### config.mk
export PLATFORM = sky130hd
export DESIGN_NAME = priority_layer_table
export DESIGN_NICKNAME = d
export VERILOG_FILES = /design/src/plt_pkg.sv /design/src/plt_table.sv /design/src/plt_cmp.sv /design/src/plt_ctrl.sv /design/src/priority_layer_table.sv
export VERILOG_INCLUDE_DIRS = /design/src /design/src/src
export SDC_FILE = /design/constraint.sdc
export NUM_CORES = 1
export LEC_CHECK = 0
export BUFFER_PORTS_ARGS = -buffer_cell sky130_fd_sc_hd__buf_2
export CORE_MARGIN = 2
export CORE_UTILIZATION = 45
export CTS_BUF_LIST = sky130_fd_sc_hd__clkbuf_4 sky130_fd_sc_hd__clkbuf_8
export DETAILED_ROUTE_END_ITERATION = 10
export HOLD_SLACK_MARGIN = 0.03
export PLACE_DENSITY = 0.68
export SETUP_SLACK_MARGIN = 0.5
export SYNTH_ARGS = -nofsm -noshare
export SYNTH_HDL_FRONTEND = slang
export SYNTH_HIERARCHICAL = 1
export SYNTH_SLANG_ARGS = --single-unit
### constraint.sdc
create_clock -name i_clk -period 15 [get_ports i_clk]
set_input_delay 0 -clock i_clk [delete_from_list [all_inputs] [get_ports i_clk]]
set_output_delay 0 -clock i_clk [all_outputs]
set_load 0.01 [all_outputs]
### src/priority_layer_table_assert.svh
// ----------------------------------------------------------------------------
// priority_layer_table assertion macros
// concurrent checks clocked on i_clk, disabled while i_rst_n is low
// ----------------------------------------------------------------------------
`ifndef PRIORITY_LAYER_TABLE_ASSERT_SVH
`define PRIORITY_LAYER_TABLE_ASSERT_SVH

// same-cycle implication
`define PLT_ASSERT_NOW(lbl, ante, cons, msg) \
    lbl: assert property (@(posedge i_clk) disable iff (!i_rst_n) (ante) |-> (cons)) \
        else $error(msg);

// next-cycle implication
`define PLT_ASSERT_NEXT(lbl, ante, cons, msg) \
    lbl: assert property (@(posedge i_clk) disable iff (!i_rst_n) (ante) |=> (cons)) \
        else $error(msg);

`endif

### src/plt_pkg.sv
// ----------------------------------------------------------------------------
// plt_pkg
// shared types, sizes and helpers of the priority layer table
// ----------------------------------------------------------------------------
package plt_pkg;

    localparam int NUM_SLOTS = 7;
    localparam int IDX_W     = $clog2(NUM_SLOTS);
    localparam int COORD_W   = 8;
    localparam int PRIO_W    = 8;
    localparam int ID_W      = 8;
    localparam int OUT_W     = 3;

    typedef logic [IDX_W-1:0] t_idx;

    localparam t_idx LAST_IDX = t_idx'(NUM_SLOTS - 1);

    typedef enum logic [1:0] {
        CMD_REQUEST,
        CMD_REPRIO,
        CMD_LOOKUP,
        CMD_NONE
    } t_cmd;

    typedef struct packed {
        logic [COORD_W-1:0] min_x;
        logic [COORD_W-1:0] max_x;
        logic [COORD_W-1:0] min_y;
        logic [COORD_W-1:0] max_y;
        logic               used;
        logic [PRIO_W-1:0]  prio;
        t_idx               ident;
    } t_entry;

    typedef struct packed {
        logic   en;
        t_idx   addr;
        t_entry data;
    } t_wr;

    typedef struct packed {
        logic gt;
        logic id_eq;
        logic free;
    } t_cmp;

    // zero-extend or truncate a slot index to the result field width
    function automatic logic [OUT_W-1:0] fit_out(input t_idx v);
        logic [IDX_W+OUT_W-1:0] wide;
        wide = {{OUT_W{1'b0}}, v};
        return wide[OUT_W-1:0];
    endfunction

endpackage

### src/plt_table.sv
// ----------------------------------------------------------------------------
// plt_table
// slot storage: one read port, one write port, identifiers reset to index
// ----------------------------------------------------------------------------
module plt_table (
    input  logic           i_clk,
    input  logic           i_rst_n,
    input  plt_pkg::t_idx  i_rd_addr,
    output plt_pkg::t_entry o_rd_data,
    input  plt_pkg::t_wr   i_wr
);

    plt_pkg::t_entry r_slot [plt_pkg::NUM_SLOTS];

    // empty slot whose identifier equals its index
    function automatic plt_pkg::t_entry reset_entry(input int k);
        plt_pkg::t_entry e;
        e       = '0;
        e.ident = plt_pkg::t_idx'(k);
        return e;
    endfunction

    assign o_rd_data = r_slot[i_rd_addr];

    always_ff @(posedge i_clk) begin
        if (!i_rst_n) begin
            for (int k = 0; k < plt_pkg::NUM_SLOTS; k++) begin
                r_slot[k] <= reset_entry(k);
            end
        end else if (i_wr.en) begin
            r_slot[i_wr.addr] <= i_wr.data;
        end
    end

endmodule

### src/plt_cmp.sv
// ----------------------------------------------------------------------------
// plt_cmp
// shared compare unit: priority order, identifier match, free slot test
// ----------------------------------------------------------------------------
module plt_cmp (
    input  logic [plt_pkg::PRIO_W-1:0] i_a_prio,
    input  logic [plt_pkg::PRIO_W-1:0] i_b_prio,
    input  plt_pkg::t_entry            i_entry,
    input  logic [plt_pkg::ID_W-1:0]   i_layer_id,
    output plt_pkg::t_cmp              o_res
);

    logic [plt_pkg::ID_W-1:0] ident_ext;

    assign ident_ext   = {{(plt_pkg::ID_W - plt_pkg::IDX_W){1'b0}}, i_entry.ident};
    assign o_res.gt    = i_a_prio > i_b_prio;
    assign o_res.id_eq = ident_ext == i_layer_id;
    assign o_res.free  = !i_entry.used;

endmodule

### src/plt_ctrl.sv
// ----------------------------------------------------------------------------
// plt_ctrl
// command sequencer: slot scan, bubble-up and bubble-down passes, re-find
// ----------------------------------------------------------------------------
`include "priority_layer_table_assert.svh"

module plt_ctrl (
    input  logic                        i_clk,
    input  logic                        i_rst_n,
    input  logic                        i_start,
    input  logic [1:0]                  i_cmd,
    input  logic [plt_pkg::ID_W-1:0]    i_layer_id,
    input  logic [plt_pkg::PRIO_W-1:0]  i_priority_req,
    input  logic [plt_pkg::COORD_W-1:0] i_min_x,
    input  logic [plt_pkg::COORD_W-1:0] i_max_x,
    input  logic [plt_pkg::COORD_W-1:0] i_min_y,
    input  logic [plt_pkg::COORD_W-1:0] i_max_y,
    output logic                        o_busy,
    output logic                        o_valid,
    output logic [plt_pkg::OUT_W-1:0]   o_granted_id,
    output logic                        o_granted,
    output logic [plt_pkg::OUT_W-1:0]   o_position,
    output logic                        o_found,
    output plt_pkg::t_idx               o_rd_addr,
    input  plt_pkg::t_entry             i_rd_data,
    output plt_pkg::t_wr                o_wr,
    output logic [plt_pkg::PRIO_W-1:0]  o_cmp_a,
    output logic [plt_pkg::PRIO_W-1:0]  o_cmp_b,
    output logic [plt_pkg::ID_W-1:0]    o_cmp_id,
    input  plt_pkg::t_cmp               i_cmp
);

    typedef enum logic [2:0] {
        S_IDLE,
        S_SCAN,
        S_FIX0,
        S_UP,
        S_DOWN,
        S_DFIN,
        S_FIND
    } t_state;

    t_state                        r_state, n_state;
    plt_pkg::t_cmd                 r_cmd, n_cmd;
    logic [plt_pkg::ID_W-1:0]      r_id, n_id;
    logic [plt_pkg::PRIO_W-1:0]    r_prio, n_prio;
    logic [plt_pkg::COORD_W-1:0]   r_min_x, n_min_x;
    logic [plt_pkg::COORD_W-1:0]   r_max_x, n_max_x;
    logic [plt_pkg::COORD_W-1:0]   r_min_y, n_min_y;
    logic [plt_pkg::COORD_W-1:0]   r_max_y, n_max_y;
    plt_pkg::t_idx                 r_j, n_j;
    plt_pkg::t_entry               r_carry, n_carry;
    plt_pkg::t_idx                 r_gid, n_gid;
    logic                          r_granted, n_granted;
    plt_pkg::t_idx                 r_pos, n_pos;
    logic                          r_hit, n_hit;
    logic                          r_valid, n_valid;
    logic                          match;
    plt_pkg::t_entry               upd;

    assign o_busy       = r_state != S_IDLE;
    assign o_valid      = r_valid;
    assign o_granted_id = plt_pkg::fit_out(r_gid);
    assign o_granted    = r_granted;
    assign o_position   = plt_pkg::fit_out(r_pos);
    assign o_found      = r_hit;
    assign o_cmp_id     = r_id;

    assign match = (r_cmd == plt_pkg::CMD_REQUEST) ? i_cmp.free : i_cmp.id_eq;

    always_comb begin
        upd      = i_rd_data;
        upd.prio = r_prio;
    end

    always_comb begin
        n_state   = r_state;
        n_cmd     = r_cmd;
        n_id      = r_id;
        n_prio    = r_prio;
        n_min_x   = r_min_x;
        n_max_x   = r_max_x;
        n_min_y   = r_min_y;
        n_max_y   = r_max_y;
        n_j       = r_j;
        n_carry   = r_carry;
        n_gid     = r_gid;
        n_granted = r_granted;
        n_pos     = r_pos;
        n_hit     = r_hit;
        n_valid   = 1'b0;
        o_rd_addr = r_j;
        o_wr      = '0;
        // bubble-up: lower carry against upper entry; bubble-down: the reverse
        o_cmp_a   = (r_state == S_DOWN) ? i_rd_data.prio : r_carry.prio;
        o_cmp_b   = (r_state == S_DOWN) ? r_carry.prio : i_rd_data.prio;

        unique case (r_state)
            S_IDLE: begin
                if (i_start) begin
                    n_cmd     = plt_pkg::t_cmd'(i_cmd);
                    n_id      = i_layer_id;
                    n_prio    = i_priority_req;
                    n_min_x   = i_min_x;
                    n_max_x   = i_max_x;
                    n_min_y   = i_min_y;
                    n_max_y   = i_max_y;
                    n_j       = '0;
                    n_gid     = '0;
                    n_granted = 1'b0;
                    n_pos     = '0;
                    n_hit     = 1'b0;
                    if (plt_pkg::t_cmd'(i_cmd) == plt_pkg::CMD_NONE) begin
                        n_valid = 1'b1;
                    end else begin
                        n_state = S_SCAN;
                    end
                end
            end
            S_SCAN: begin
                if (match) begin
                    case (r_cmd)
                        plt_pkg::CMD_REQUEST: begin
                            o_wr.en         = 1'b1;
                            o_wr.addr       = r_j;
                            o_wr.data.min_x = r_min_x;
                            o_wr.data.max_x = r_max_x;
                            o_wr.data.min_y = r_min_y;
                            o_wr.data.max_y = r_max_y;
                            o_wr.data.used  = 1'b1;
                            o_wr.data.prio  = r_prio;
                            o_wr.data.ident = i_rd_data.ident;
                            n_gid           = i_rd_data.ident;
                            n_granted       = 1'b1;
                            n_j             = plt_pkg::LAST_IDX;
                            n_state         = S_UP;
                        end
                        plt_pkg::CMD_REPRIO: begin
                            o_wr.en   = 1'b1;
                            o_wr.addr = r_j;
                            o_wr.data = upd;
                            n_hit     = 1'b1;
                            n_j       = plt_pkg::LAST_IDX;
                            n_state   = S_UP;
                        end
                        default: begin
                            n_hit   = 1'b1;
                            n_pos   = r_j;
                            n_valid = 1'b1;
                            n_state = S_IDLE;
                        end
                    endcase
                end else if (r_j == plt_pkg::LAST_IDX) begin
                    // absent identifier: reprioritize falls back to the top entry
                    if (r_cmd == plt_pkg::CMD_REPRIO) begin
                        n_state = S_FIX0;
                    end else begin
                        n_valid = 1'b1;
                        n_state = S_IDLE;
                    end
                end else begin
                    n_j = r_j + 1'b1;
                end
            end
            S_FIX0: begin
                o_rd_addr = '0;
                o_wr.en   = 1'b1;
                o_wr.addr = '0;
                o_wr.data = upd;
                n_j       = plt_pkg::LAST_IDX;
                n_state   = S_UP;
            end
            S_UP: begin
                if (r_j == plt_pkg::LAST_IDX) begin
                    n_carry = i_rd_data;
                    n_j     = r_j - 1'b1;
                end else begin
                    o_wr.en   = 1'b1;
                    o_wr.addr = r_j + 1'b1;
                    if (i_cmp.gt) begin
                        o_wr.data = i_rd_data;
                    end else begin
                        o_wr.data = r_carry;
                        n_carry   = i_rd_data;
                    end
                    if (r_j == '0) begin
                        n_j     = plt_pkg::t_idx'(1);
                        n_state = S_DOWN;
                    end else begin
                        n_j = r_j - 1'b1;
                    end
                end
            end
            S_DOWN: begin
                o_wr.en   = 1'b1;
                o_wr.addr = r_j - 1'b1;
                if (i_cmp.gt) begin
                    o_wr.data = i_rd_data;
                end else begin
                    o_wr.data = r_carry;
                    n_carry   = i_rd_data;
                end
                if (r_j == plt_pkg::LAST_IDX) begin
                    n_state = S_DFIN;
                end else begin
                    n_j = r_j + 1'b1;
                end
            end
            S_DFIN: begin
                o_wr.en   = 1'b1;
                o_wr.addr = plt_pkg::LAST_IDX;
                o_wr.data = r_carry;
                if (r_cmd == plt_pkg::CMD_REPRIO && r_hit) begin
                    n_j     = '0;
                    n_state = S_FIND;
                end else begin
                    n_valid = 1'b1;
                    n_state = S_IDLE;
                end
            end
            S_FIND: begin
                if (i_cmp.id_eq) begin
                    n_pos = r_j;
                end
                if (i_cmp.id_eq || r_j == plt_pkg::LAST_IDX) begin
                    n_valid = 1'b1;
                    n_state = S_IDLE;
                end else begin
                    n_j = r_j + 1'b1;
                end
            end
            default: begin
                n_state = S_IDLE;
            end
        endcase
    end

    always_ff @(posedge i_clk) begin
        if (!i_rst_n) begin
            r_state   <= S_IDLE;
            r_valid   <= 1'b0;
            r_granted <= 1'b0;
            r_hit     <= 1'b0;
        end else begin
            r_state   <= n_state;
            r_valid   <= n_valid;
            r_granted <= n_granted;
            r_hit     <= n_hit;
        end
        r_cmd   <= n_cmd;
        r_id    <= n_id;
        r_prio  <= n_prio;
        r_min_x <= n_min_x;
        r_max_x <= n_max_x;
        r_min_y <= n_min_y;
        r_max_y <= n_max_y;
        r_j     <= n_j;
        r_carry <= n_carry;
        r_gid   <= n_gid;
        r_pos   <= n_pos;
    end

    `PLT_ASSERT_NOW(a_strobe_idle, r_valid, r_state == S_IDLE, "result strobe while busy")
    `PLT_ASSERT_NEXT(a_start_moves, i_start && r_state == S_IDLE, o_busy || r_valid, "request dropped")
    `PLT_ASSERT_NOW(a_grant_excl, r_valid && r_granted, !r_hit && r_cmd == plt_pkg::CMD_REQUEST, "grant on non-request")
    `PLT_ASSERT_NOW(a_pos_found, r_valid && !r_hit, r_pos == '0, "position without a match")

endmodule

### src/priority_layer_table.sv
// ----------------------------------------------------------------------------
// priority_layer_table
// table of display layers kept in stable descending priority order
// ----------------------------------------------------------------------------
// A request is taken when start is high and busy is low; busy then stays high
// until the result (command 3 never raises busy). The result is flagged by
// o_valid high for exactly one cycle and cannot be held off. All work
// goes through one compare unit and a one-read, one-write slot table, one
// slot per cycle. Lookup scans up to the match or the last slot; request
// scans for a free slot, writes it and runs the bubble-up and bubble-down
// sort passes (none when the table is full); reprioritize runs the scan,
// the sort passes and, when the identifier was found, a re-find. Each then
// strobes the result. Command 3 strobes in the next cycle.
module priority_layer_table (
    input  logic                        i_clk,
    input  logic                        i_rst_n,
    input  logic                        start,
    output logic                        busy,
    input  logic [1:0]                  i_cmd,
    input  logic [plt_pkg::ID_W-1:0]    i_layer_id,
    input  logic [plt_pkg::PRIO_W-1:0]  i_priority_req,
    input  logic [plt_pkg::COORD_W-1:0] i_min_x,
    input  logic [plt_pkg::COORD_W-1:0] i_max_x,
    input  logic [plt_pkg::COORD_W-1:0] i_min_y,
    input  logic [plt_pkg::COORD_W-1:0] i_max_y,
    output logic                        o_valid,
    output logic [plt_pkg::OUT_W-1:0]   o_granted_id,
    output logic                        o_granted,
    output logic [plt_pkg::OUT_W-1:0]   o_position,
    output logic                        o_found
);

    plt_pkg::t_idx              rd_addr;
    plt_pkg::t_entry            rd_data;
    plt_pkg::t_wr               wr;
    logic [plt_pkg::PRIO_W-1:0] cmp_a;
    logic [plt_pkg::PRIO_W-1:0] cmp_b;
    logic [plt_pkg::ID_W-1:0]   cmp_id;
    plt_pkg::t_cmp              cmp_res;

    plt_table u_table (
        .i_clk     (i_clk),
        .i_rst_n   (i_rst_n),
        .i_rd_addr (rd_addr),
        .o_rd_data (rd_data),
        .i_wr      (wr)
    );

    plt_cmp u_cmp (
        .i_a_prio   (cmp_a),
        .i_b_prio   (cmp_b),
        .i_entry    (rd_data),
        .i_layer_id (cmp_id),
        .o_res      (cmp_res)
    );

    plt_ctrl u_ctrl (
        .i_clk          (i_clk),
        .i_rst_n        (i_rst_n),
        .i_start        (start),
        .i_cmd          (i_cmd),
        .i_layer_id     (i_layer_id),
        .i_priority_req (i_priority_req),
        .i_min_x        (i_min_x),
        .i_max_x        (i_max_x),
        .i_min_y        (i_min_y),
        .i_max_y        (i_max_y),
        .o_busy         (busy),
        .o_valid        (o_valid),
        .o_granted_id   (o_granted_id),
        .o_granted      (o_granted),
        .o_position     (o_position),
        .o_found        (o_found),
        .o_rd_addr      (rd_addr),
        .i_rd_data      (rd_data),
        .o_wr           (wr),
        .o_cmp_a        (cmp_a),
        .o_cmp_b        (cmp_b),
        .o_cmp_id       (cmp_id),
        .i_cmp          (cmp_res)
    );

endmodule
# Word-level counts from Yosys, hierarchy flattened
# Memories as Yosys holds them, arrays and structs flattened.
# Cells that the tools add are included.
# totals
out_inout_bits	10
mem_bits_rw	308
register_bits	109
n_memories	1
# op_classes
add_sub_neg	2
muxes	63
reduce_logical	19
order_cmp	1
n_eq_ne	25
# mem_list
name	depth	width	rd	rd_ports_with_merged_regs	wr	line_no	text
u_table.r_slot	7	44	1	0	7	plt_table.sv:13	plt_pkg::t_entry r_slot [plt_pkg::NUM_SLOTS];
# op_table
op	count
$pmux 48 s5	1
$mux 44	4
$mux 48	2
$pmux 48 s2	1
$pmux 44 s2	1
$mux 3	24
$reduce_or 44->1	1
$pmux 3 s7	2
$mux 1	19
$mux 8	2
$ne 2x2->1 const B	7
$eq 3x3->1 const B	4
$ne 2x1->1 const B	6
$reduce_and 5->1	2
$pmux 3 s3	1
$eq 3x8->1	1
$gt 8x8->1	1
$reduce_and 4->1	2
$reduce_and 7->1	1
$reduce_bool 7->1	1
$eq 3x2->1 const B	2
$logic_not 3->1	2
$pmux 3 s2	1
$reduce_bool 3->1	2
other kinds (17)	20

# Depth between registers and ports, before layout
# An unclocked memory read counts as a cell.
# depth
depth_word	13
mapped_depth	21
mapped_depth_nobuf	18

# Modules after synthesis
# Netlist, hierarchy kept.
# by_module_without_submodules
module	instances	cells_per_inst	area_per_inst_um2
plt_table	1	943	14711.6
plt_ctrl	1	486	5674.2
plt_cmp	1	34	256.5

# Worst setup path before layout
# Ideal clock, no wire load.
# synth_timing
path_type	reg-to-reg
from	reg u_ctrl.r_state[2]
to	mem u_table/r_slot[5][0] (netlist name), enable pin
setup_ps	506
path_stages_with_launch	17
arrival_ps	6671
t_required_ps	14494
path_buffers	2
slack_ps	7823
path_cell_list	dfxtp_1 > nand2b_1 > nor2_1 > nor2_1 > buf_6 > buf_2 > mux4_2 > mux2_2 > xnor2_1 > nand3_1 > nor3_2 > o21a_4 > o2111a_2 > o21ai_0 > o211ai_1 > nand2_1 > o21ai_0
# synth_rtl
item	line_no	text
start, declared	plt_ctrl.sv:43	t_state r_state, n_state;
start signal, assigned	plt_ctrl.sv:245	r_state <= n_state;
end, declared	plt_table.sv:13	

==> metrics.txt <==
# TYPE chip_impl_metric gauge
chip_impl_metric{name="post_cts.resized_instances",unit=""} 0
chip_impl_metric{name="report.final.hold_viol_count",unit=""} 0
chip_impl_metric{name="die_height",unit="um"} 131
chip_impl_metric{name="vias_in_the_first_global_route",unit=""} 4820
chip_impl_metric{name="gr-total-overflow",unit=""} 0
chip_impl_info{name="timing.hold.worst.class",value="in -> reg"} 1
chip_impl_metric{name="cap_viol_max_count",unit=""} 0
chip_impl_metric{name="detailedPlacementHpwl",unit="mm"} 10.5
chip_impl_metric{name="synth_nets",unit=""} 676
chip_impl_metric{name="dpl.cell_count",unit=""} 801
chip_impl_metric{name="final_area",unit="sq mm"} 0.00803
chip_impl_metric{name="powerDensity",unit="mW/mm^2"} 155
chip_impl_info{name="crit_type",value="reg -> reg"} 1
chip_impl_metric{name="data_arrival_time_at_the_worst_slack_endpoint",unit="ns"} 6.81
chip_impl_metric{name="final.setup.worst_slack",unit="ns"} 8.28
chip_impl_metric{name="critical_path_peak_fanout",unit=""} 26
chip_impl_metric{name="post_layout_net_count",unit=""} 691
chip_impl_metric{name="placement.io_buffers",unit=""} 30
chip_impl_metric{name="wl_per_cell",unit="um"} 18.6
chip_impl_metric{name="io_pins",unit=""} 63
chip_impl_metric{name="grt_antenna_before_repair",unit=""} 0
chip_impl_metric{name="detail_route.first_pass.iterations",unit=""} 6
chip_impl_metric{name="design.die.area",unit="sq mm"} 0.0171
chip_impl_metric{name="dp_area",unit="sq mm"} 0.00742
chip_impl_metric{name="antenna-diode-count",unit=""} 0
chip_impl_metric{name="final_core_util",unit="%"} 50.8
chip_impl_metric{name="postSynthAreaPerCell",unit="sq um"} 11.9
chip_impl_metric{name="cts_sinks",unit=""} 141
chip_impl_metric{name="initial_core_util",unit="%"} 45.8
chip_impl_metric{name="fin_tns_setup",unit="ns"} 0
chip_impl_metric{name="grt.total_usage",unit="%"} 19.8
chip_impl_metric{name="core_region_area",unit="sq mm"} 0.0158
chip_impl_metric{name="worst_clock_skew",unit="ns"} 0.0135
chip_impl_metric{name="synthesis.yosys.warnings",unit=""} 6
chip_impl_info{name="tritoncts",value="built"} 1
chip_impl_metric{name="gp_routability_congestion",unit=""} 0.831
chip_impl_metric{name="routed_via_density",unit=""} 5.70
chip_impl_metric{name="clock_tree.buffer_depth",unit=""} 2
chip_impl_metric{name="instances_no_fill",unit=""} 854
chip_impl_metric{name="core.rowCount",unit=""} 46
chip_impl_metric{name="timing.final.crit_period",unit="ns"} 6.72
chip_impl_metric{name="worst_ir_drop_vdd",unit="mV"} 0.0959
chip_impl_metric{name="wl",unit="mm"} 15.9
chip_impl_metric{name="place_worst_setup_slack",unit="ns"} 8.33
chip_impl_metric{name="global_route_wire_length_before_repair",unit="mm"} 25.2
chip_impl_metric{name="slew-limit-headroom",unit="%"} 25.9
chip_impl_metric{name="clk_pin_slew_worst_setup_hold_paths",unit="ns"} 0.08
chip_impl_metric{name="drt_iter0_markers",unit=""} 417
chip_impl_metric{name="cts_made_buffers",unit=""} 17
chip_impl_metric{name="postRouteAntennaNets",unit=""} 0
chip_impl_metric{name="synth_cells",unit=""} 610
chip_impl_info{name="cts_root_buffer",value="sky130_fd_sc_hd__clkbuf_8"} 1
chip_impl_info{name="unrepaired_setup_endpoints_after_global_routing",value="no"} 1
chip_impl_metric{name="final_clock_period_utilization_by_the_worst_path",unit="%"} 44.8
chip_impl_info{name="timing.critical_path.to_type",value="flip-flop"} 1
chip_impl_metric{name="syn_area",unit="sq mm"} 0.00724
chip_impl_metric{name="leakagePower",unit="nW"} 3.00
chip_impl_metric{name="layout-drive-gt1-share",unit="%"} 21.2
chip_impl_metric{name="syn_to_final_growth",unit="%"} 10.9
chip_impl_metric{name="clock_insertion_delay_worst_skew",unit="ns"} 0.46
chip_impl_metric{name="pin_count_of_the_biggest_net_entering_global_routing",unit=""} 31
chip_impl_metric{name="cts-htree-levels",unit=""} 4
chip_impl_info{name="outcome",value="finished clean"} 1
chip_impl_metric{name="fmaxAchievable",unit="MHz"} 149
chip_impl_metric{name="max_slew.worst_pin.slew",unit="ns"} 1.11
chip_impl_metric{name="critical_path_data_required_time",unit="ns"} 15.09
chip_impl_info{name="startpoint_type",value="flip-flop"} 1
chip_impl_metric{name="die_w",unit="um"} 131
chip_impl_metric{name="maxSlewViolCount",unit=""} 0
chip_impl_metric{name="drc",unit=""} 0
chip_impl_metric{name="total_via_count_in_the_routed_design",unit=""} 4871
chip_impl_metric{name="final-setup-viol-count",unit=""} 0
## cell type report
| type | instances | area, sq um |
|---|---|---|
| Tap cell | 216 | 270 |
| Fill cell | 1342 | 7790 |
| Clock buffer | 20 | 269 |
| Clock inverter | 12 | 138 |
| Sequential cell | 141 | 4050 |
| Inverter | 29 | 109 |
| Timing Repair Buffer | 56 | 398 |
| Multi-Input combinational cell | 380 | 2800 |
## power by group
group | switching, mW | internal, mW | leakage (nW) | total (mW)
Sequential | 0.0231 | 0.472 | 1.37 | 0.495
Combinational | 0.249 | 0.193 | 1.43 | 0.441
Clock | 0.148 | 0.160 | 0.203 | 0.307
## sequential cells by signal, indices dropped and copies added (netlist names), 2 cells and up
name                 flops
u_ctrl/o_granted_id      3
u_table/r_slot          96
u_ctrl/o_position        3
u_ctrl/o_cmp_id          8
u_ctrl/r_j               3
u_ctrl/r_state           3
u_ctrl/r_carry          12
u_ctrl/r_cmd             2
u_ctrl/r_prio            8
## repair_timing
action	4_1_cts	5_1_grt
hold endpoints to repair	25	0
setup buffers	0	0
hold buffers	21	0
## metal layers
metal	vias to the layer above	part of all wire [%]	GRT usage, %
li1	2239	-	-
met5	-	0	0
met4	0	1.6	6.38
met2	218	50	34.7
met3	26	7.3	3.87
met1	2388	41	24.9
## layout by cell type, fill, tap and decap left out, drive strengths merged, types with 6 or more instances in the layout
cell,count
nand2b,11
ha,13
a221o,11
mux4,24
clkbuf,20
inv,31
buf,35
and3,12
nor2b,8
nor3,6
clkinv,6
edfxtp,123
nand2,78
or3,8
a2bb2oi,8
dfxtp,18
o21ai,15
dlygate4sd3,21
mux2,24
o211ai,7
nor2,74
a21oi,15
nand3,6
## worst max-delay path, stage by stage (launching register included)
cell and delay, ns:
sky130_fd_sc_hd__dfxtp_1 0.82, sky130_fd_sc_hd__nand2b_1 0.34, sky130_fd_sc_hd__nor2_1 0.18, sky130_fd_sc_hd__nor2_4 0.86, sky130_fd_sc_hd__mux4_2 0.62, sky130_fd_sc_hd__mux2_2 0.35, sky130_fd_sc_hd__xnor2_1 0.17, sky130_fd_sc_hd__nand3_1 0.11
sky130_fd_sc_hd__nor3_2 0.45, sky130_fd_sc_hd__o21a_4 0.24, sky130_fd_sc_hd__o2111a_2 0.28, sky130_fd_sc_hd__o21ai_0 0.12, sky130_fd_sc_hd__o211ai_1 0.27, sky130_fd_sc_hd__nand3_2 0.22, sky130_fd_sc_hd__or3_1 0.65, sky130_fd_sc_hd__nand2_1 0.64
## stage by stage
step | power (mW) | hold slack [ns]
floorplan | 0.842 | 0.0989
global placement | 0.924 | 0.177
detailed placement | 0.937 | 0.178
CTS | 1.25 | 0.221
global route | 1.31 | 0.233
finish | 1.24 | 0.244
## worst paths after layout
kind / from / end / slack, ns / cells past startpoint
hold / removal: i_layer_id[6] / u_ctrl/o_cmp_id[6] / 0.24 / 2
hold reg to reg: u_table/r_slot[6][9] / u_table/r_slot[6][9] / 0.49 / 1
setup reg to reg: u_ctrl/r_state[2] / u_table/r_slot[4][1] / 8.28 / 15
setup / recovery: u_ctrl/r_state[2] / u_table/r_slot[4][1] / 8.28 / 15
(Power assumes the default switching activity.)
